<file path="src/sv/gass_ram.sv">
// ============================================================================
// gass_ram - generic single-port-write, single-port-read RAM
// One write and one read per cycle; the read data is registered.
// ============================================================================
module gass_ram #(
    parameter int WIDTH = 8,
    parameter int DEPTH = 256
) (
    input  logic                     aclk,
    input  logic                     we,
    input  logic [$clog2(DEPTH)-1:0] waddr,
    input  logic [WIDTH-1:0]         wdata,
    input  logic [$clog2(DEPTH)-1:0] raddr,
    output logic [WIDTH-1:0]         rdata
);

    logic [WIDTH-1:0] mem [DEPTH];

    always_ff @(posedge aclk) begin
        if (we) begin
            mem[waddr] <= wdata;
        end
        rdata <= mem[raddr];
    end

endmodule

</file>
<file path="config.mk">
export PLATFORM = sky130hd
export DESIGN_NAME = gass_ram
export DESIGN_NICKNAME = d
export VERILOG_FILES = /design/src/sv/gass_ram.sv
export SDC_FILE = /design/constraint.sdc
export NUM_CORES = 2
export LEC_CHECK = 0
export BUFFER_PORTS_ARGS = -buffer_cell sky130_fd_sc_hd__buf_2
export CAP_MARGIN = 30
export CORE_UTILIZATION = 60
export DETAILED_ROUTE_END_ITERATION = 8
export GPL_ROUTABILITY_DRIVEN = 0
export HOLD_SLACK_MARGIN = 0.08
export PLACE_DENSITY = 0.78
export SETUP_SLACK_MARGIN = 0.2
export SYNTH_ARGS = -nofsm -noshare
export SYNTH_HDL_FRONTEND = slang
export SYNTH_SLANG_ARGS = --single-unit
export TNS_END_PERCENT = 5
</file>
<file path="constraint.sdc">
create_clock -name aclk -period 6.8 [get_ports aclk]
set_clock_uncertainty 0.1 [all_clocks]
set_input_delay 0.34 -clock aclk [delete_from_list [all_inputs] [get_ports aclk]]
set_output_delay 0.34 -clock aclk [all_outputs]
set_load 0.02 [all_outputs]
</file>
## Yosys cells after proc, flatten, opt, wreduce, memory -nomap -nowiden

Memory sizes are Yosys's and may differ from the RTL's. A register that Yosys moved wholly into a read port is not among the register bits.
Index checks and enable logic that the tools add are counted.

| storage, ports and cells | value |
|---|---|
| register bits after elaboration | 0 |
| memory bits (writable) | 2,048 |
| input port bits | 26 |
| output and inout port bits | 8 |
| memories kept | 1 |

Memories:

| name | words | width | rd ports | clocked after Yosys merged registers in | write ports | RTL line | source |
|---|---|---|---|---|---|---|---|
| mem | 256 | 8 | 1 | 1 | 1 | 17 | `logic [WIDTH-1:0] mem [DEPTH];` |

| cells by class | value |
|---|---|
| mux-type cells | 2 |

Operators by type and width:

| cell | count |
|---|---|
| 2-to-1 mux 1 bit | 2 |

## Logic depth before layout (Yosys ltp)

| depth | value |
|---|---|
| depth after elaboration | 2 |
| mapped depth | 11 |
| gate-level depth less buffers | 6 |

## Worst setup path after synthesis

Ideal clock, no wire load.

| timing | value |
|---|---|
| path kind | input-to-reg |
| start point | in raddr[0] |
| end point | reg rdata[2] (read register of mem) |
| library setup time | 131 ps |
| data arrival time | 2,147 ps |
| required time | 6,569 ps |
| setup slack | 4,422 ps |
| stages | 9 |
| buffers on the path | 4 |
| cell sequence | buf_6 buf_12 buf_8 buf_2 mux4_2 a22oi_1 a21oi_1 nor4_1 nor4_2 |

RTL lines:

| what | RTL line | source |
|---|---|---|
| start, declared | 13 | `input logic [$clog2(DEPTH)-1:0] raddr,` |
| end, declared | 14 | `output logic [WIDTH-1:0] rdata` |

==> impl_metrics.toml <==
[run_status]
outcome = "completed"

[die]
rows = 133
die_h_um = 366
die_w_um = 366
start_util_pct = 60.5
die_area_mm2 = 0.134
ios = 34
core_area_mm2 = 0.131

[min_path]
hold_path.class = "primary input to flop"
min_to = "mem[224][2]"
hold_depth = 1
hold_start = "wdata[2]"

[layout]
multi_input_area_mm2 = 0.0165
fin_cells = 5744
register_area_mm2 = 0.0617
n_fill_cell = 7921
drive_gt1_share_pct = 21.8
final_nets = 3850
area_growth_pct = 10.3

[setup_path]
r2r_end = "rdata[2]"
rr_startpoint = "mem[134][2]"
worstSetupPathType = "primary input to flop"
cp.required_ps = 7360
cp-start-kind = "primary input"
r2r_setup_slack_ps = 3900
reg2reg_depth = 7
critical_path_arrival_ps = 3970
endpoint_kind = "flop"
cp_max_fo = 84

[timing]
rsz0062_at_grt = "no"
slew_headroom_pct = 25.0
timing_worst_slew_pin_value_ps = 1120
setup_violations = 0
fmaxAchievable_ghz = 0.293
fin_crit_sh_pct = 50.2
fin_setup_tns_ps = 0
drv_slew = 0
layout_min_cycle_time_ps = 3420
hold_violations = 0

[synthesis]
synth_commonest_cells = "edfxtp_1, mux4_2, nor2_1, mux2i_1, a22oi_1"
synth_edf_count = 2048
netlist.area_leader.share_pct = 77.3
ys.flop_type = "edfxtp_1"
syn_inst = 3733
synth-seq-cells = 2056
async_flop_share_pct = 0
synth_area_leaders = "edfxtp_1, mux4_2, mux2i_1"
ys_types = 55
yosysTopAreaCell = "edfxtp_1"
netlist_area_mm2 = 0.0796
yosysWarnings = 0
ys_seq_area_share_pct = 77.5
yosysMostFrequentCell = "edfxtp_1"
avgSynthCellArea_um2 = 21.3
syn-num-nets = 3759

[clock_network]
path_clk_slew_ps = 60
clock-sinks = 2056
cts_buffers = 193
ctsResizeCount = 0
cts_max_path_buffers = 3
cts.htree.levels = 4
cts_tree = "built"
clock_latency_ps = 830
cts_setup_buffers = 0
ctsRootBufferMaster = "clkbuf_16"

[global_routing]
track_usage_pct = 28.8
grt_max_degree = 158
grt_pass1_wl_mm = 277
antenna_found_initial = 16
grt_pass1_vias = 39855
gr-total-overflow = 0

[place]
hpwl_mm = 110
io_buffers = 33
placedCellCount = 5369

[pwr]
power.density_mw_per_mm2 = 294
peakVddDrop_uv = 260
p_leak_uw = 0.0270

[run]
drv_cap = 0

[detailed_routing]
drc = 0
routed_wl_mm = 192
drtIter0Drc = 6110
ant_nets = 0
dr.pass1.iters = 6
wl_per_cell_um = 33.4
via_count = 39962
via_per_inst = 6.96
worst max path at each step:
stage | from | cells after the start | to | slack (ps)
6_report | raddr[1] | 8 | rdata[1] | 3380
5_1_grt | raddr[0] | 7 | rdata[0] | 3330
4_1_cts | raddr[1] | 9 | rdata[2] | 3380
3_5_place_dp | raddr[1] | 9 | rdata[1] | 2530
3_3_place_gp | raddr[0] | 7 | rdata[0] | 2200
2_1_floorplan | raddr[0] | 9 | rdata[2] | 4420
stage by stage:
step	utilization, %	area, um^2	setup slack (ps)	hold slack (ps)	power, uW
floorplan	-	79600	4420	339	14900
global placement	61.8	81300	2200	755	15400
detailed placement	61.9	81400	2530	754	15500
CTS	66.6	87600	3380	90.8	25800
global route	66.7	87700	3330	149	26300
finish	66.7	87700	3380	125	25800
area by class of cell:
| cell class | instances | area share (%) |
|---|---|---|
| antenna | 5 | 0.0143 |
| clock buffer | 247 | 5.92 |
| clock inverter | 108 | 1.08 |
| inverter | 2 | 0.00856 |
| multi-input combinational | 1442 | 18.8 |
| sequential | 2056 | 70.3 |
| tap | 1755 | 2.50 |
| timing repair buffer | 129 | 1.40 |
placed cells by master (no fill, tap or decap), drive strengths merged, types with 31 or more instances in the layout:
cell type     n
a21oi        96
a22oi       133
buf         113
clkbuf      256
clkinv       85
edfxtp     2048
mux2i       134
mux4        456
nand2        33
nand3        34
nor2        282
nor2b        31
o221ai       47
registers in the layout (all words and copies together), names as in the netlist:
name,count
mem,2048
rdata,8
logic make-up (layout without fill, tap and decap cells):
| logic type | after synthesis | after routing | share of synthesized area (%) |
|---|---|---|---|
| multiplexers | 591 | 591 | 14.6 |
| flip-flops | 2056 | 2056 | 77.5 |
| AND/OR/NAND/NOR | 466 | 466 | 2.63 |
| buffers and inverters | 235 | 486 | 1.83 |
| AO/OA/AOI/OAI | 385 | 385 | 3.42 |
| other | 0 | 5 | 0 |
timing repair:
action | in CTS | in global routing
hold endpoints to repair | 168 | 8
hold buffers | 6 | 1
setup endpoints to repair | 0 | 0
worst max-delay path, cell delays in order:
cell and delay (ps):
buf_8 570, buf_12 470, nand3b_1 640, o22ai_1 160, o21ai_0 270, nand3_1 200, nor4_1 1000, nor4_1 100
routing by layer:
layer / up-vias / part of all wire (%) / global-route usage (%)
met2: 2886 / 47 / 43.7
met5: - / 0.066 / 0
met3: 513 / 12 / 6.76
met1: 20658 / 36 / 41.0
li1: 15885 / - / -
met4: 20 / 4.4 / 11.8
report_power, final:
part,total (uW),leakage (uW),switching [uW],internal (uW)
Clock,10500,0.00302,4610,5930
Sequential,14000,0.0185,30.3,14000
Combinational,1240,0.00551,824,417
(Power assumes the default switching activity.)
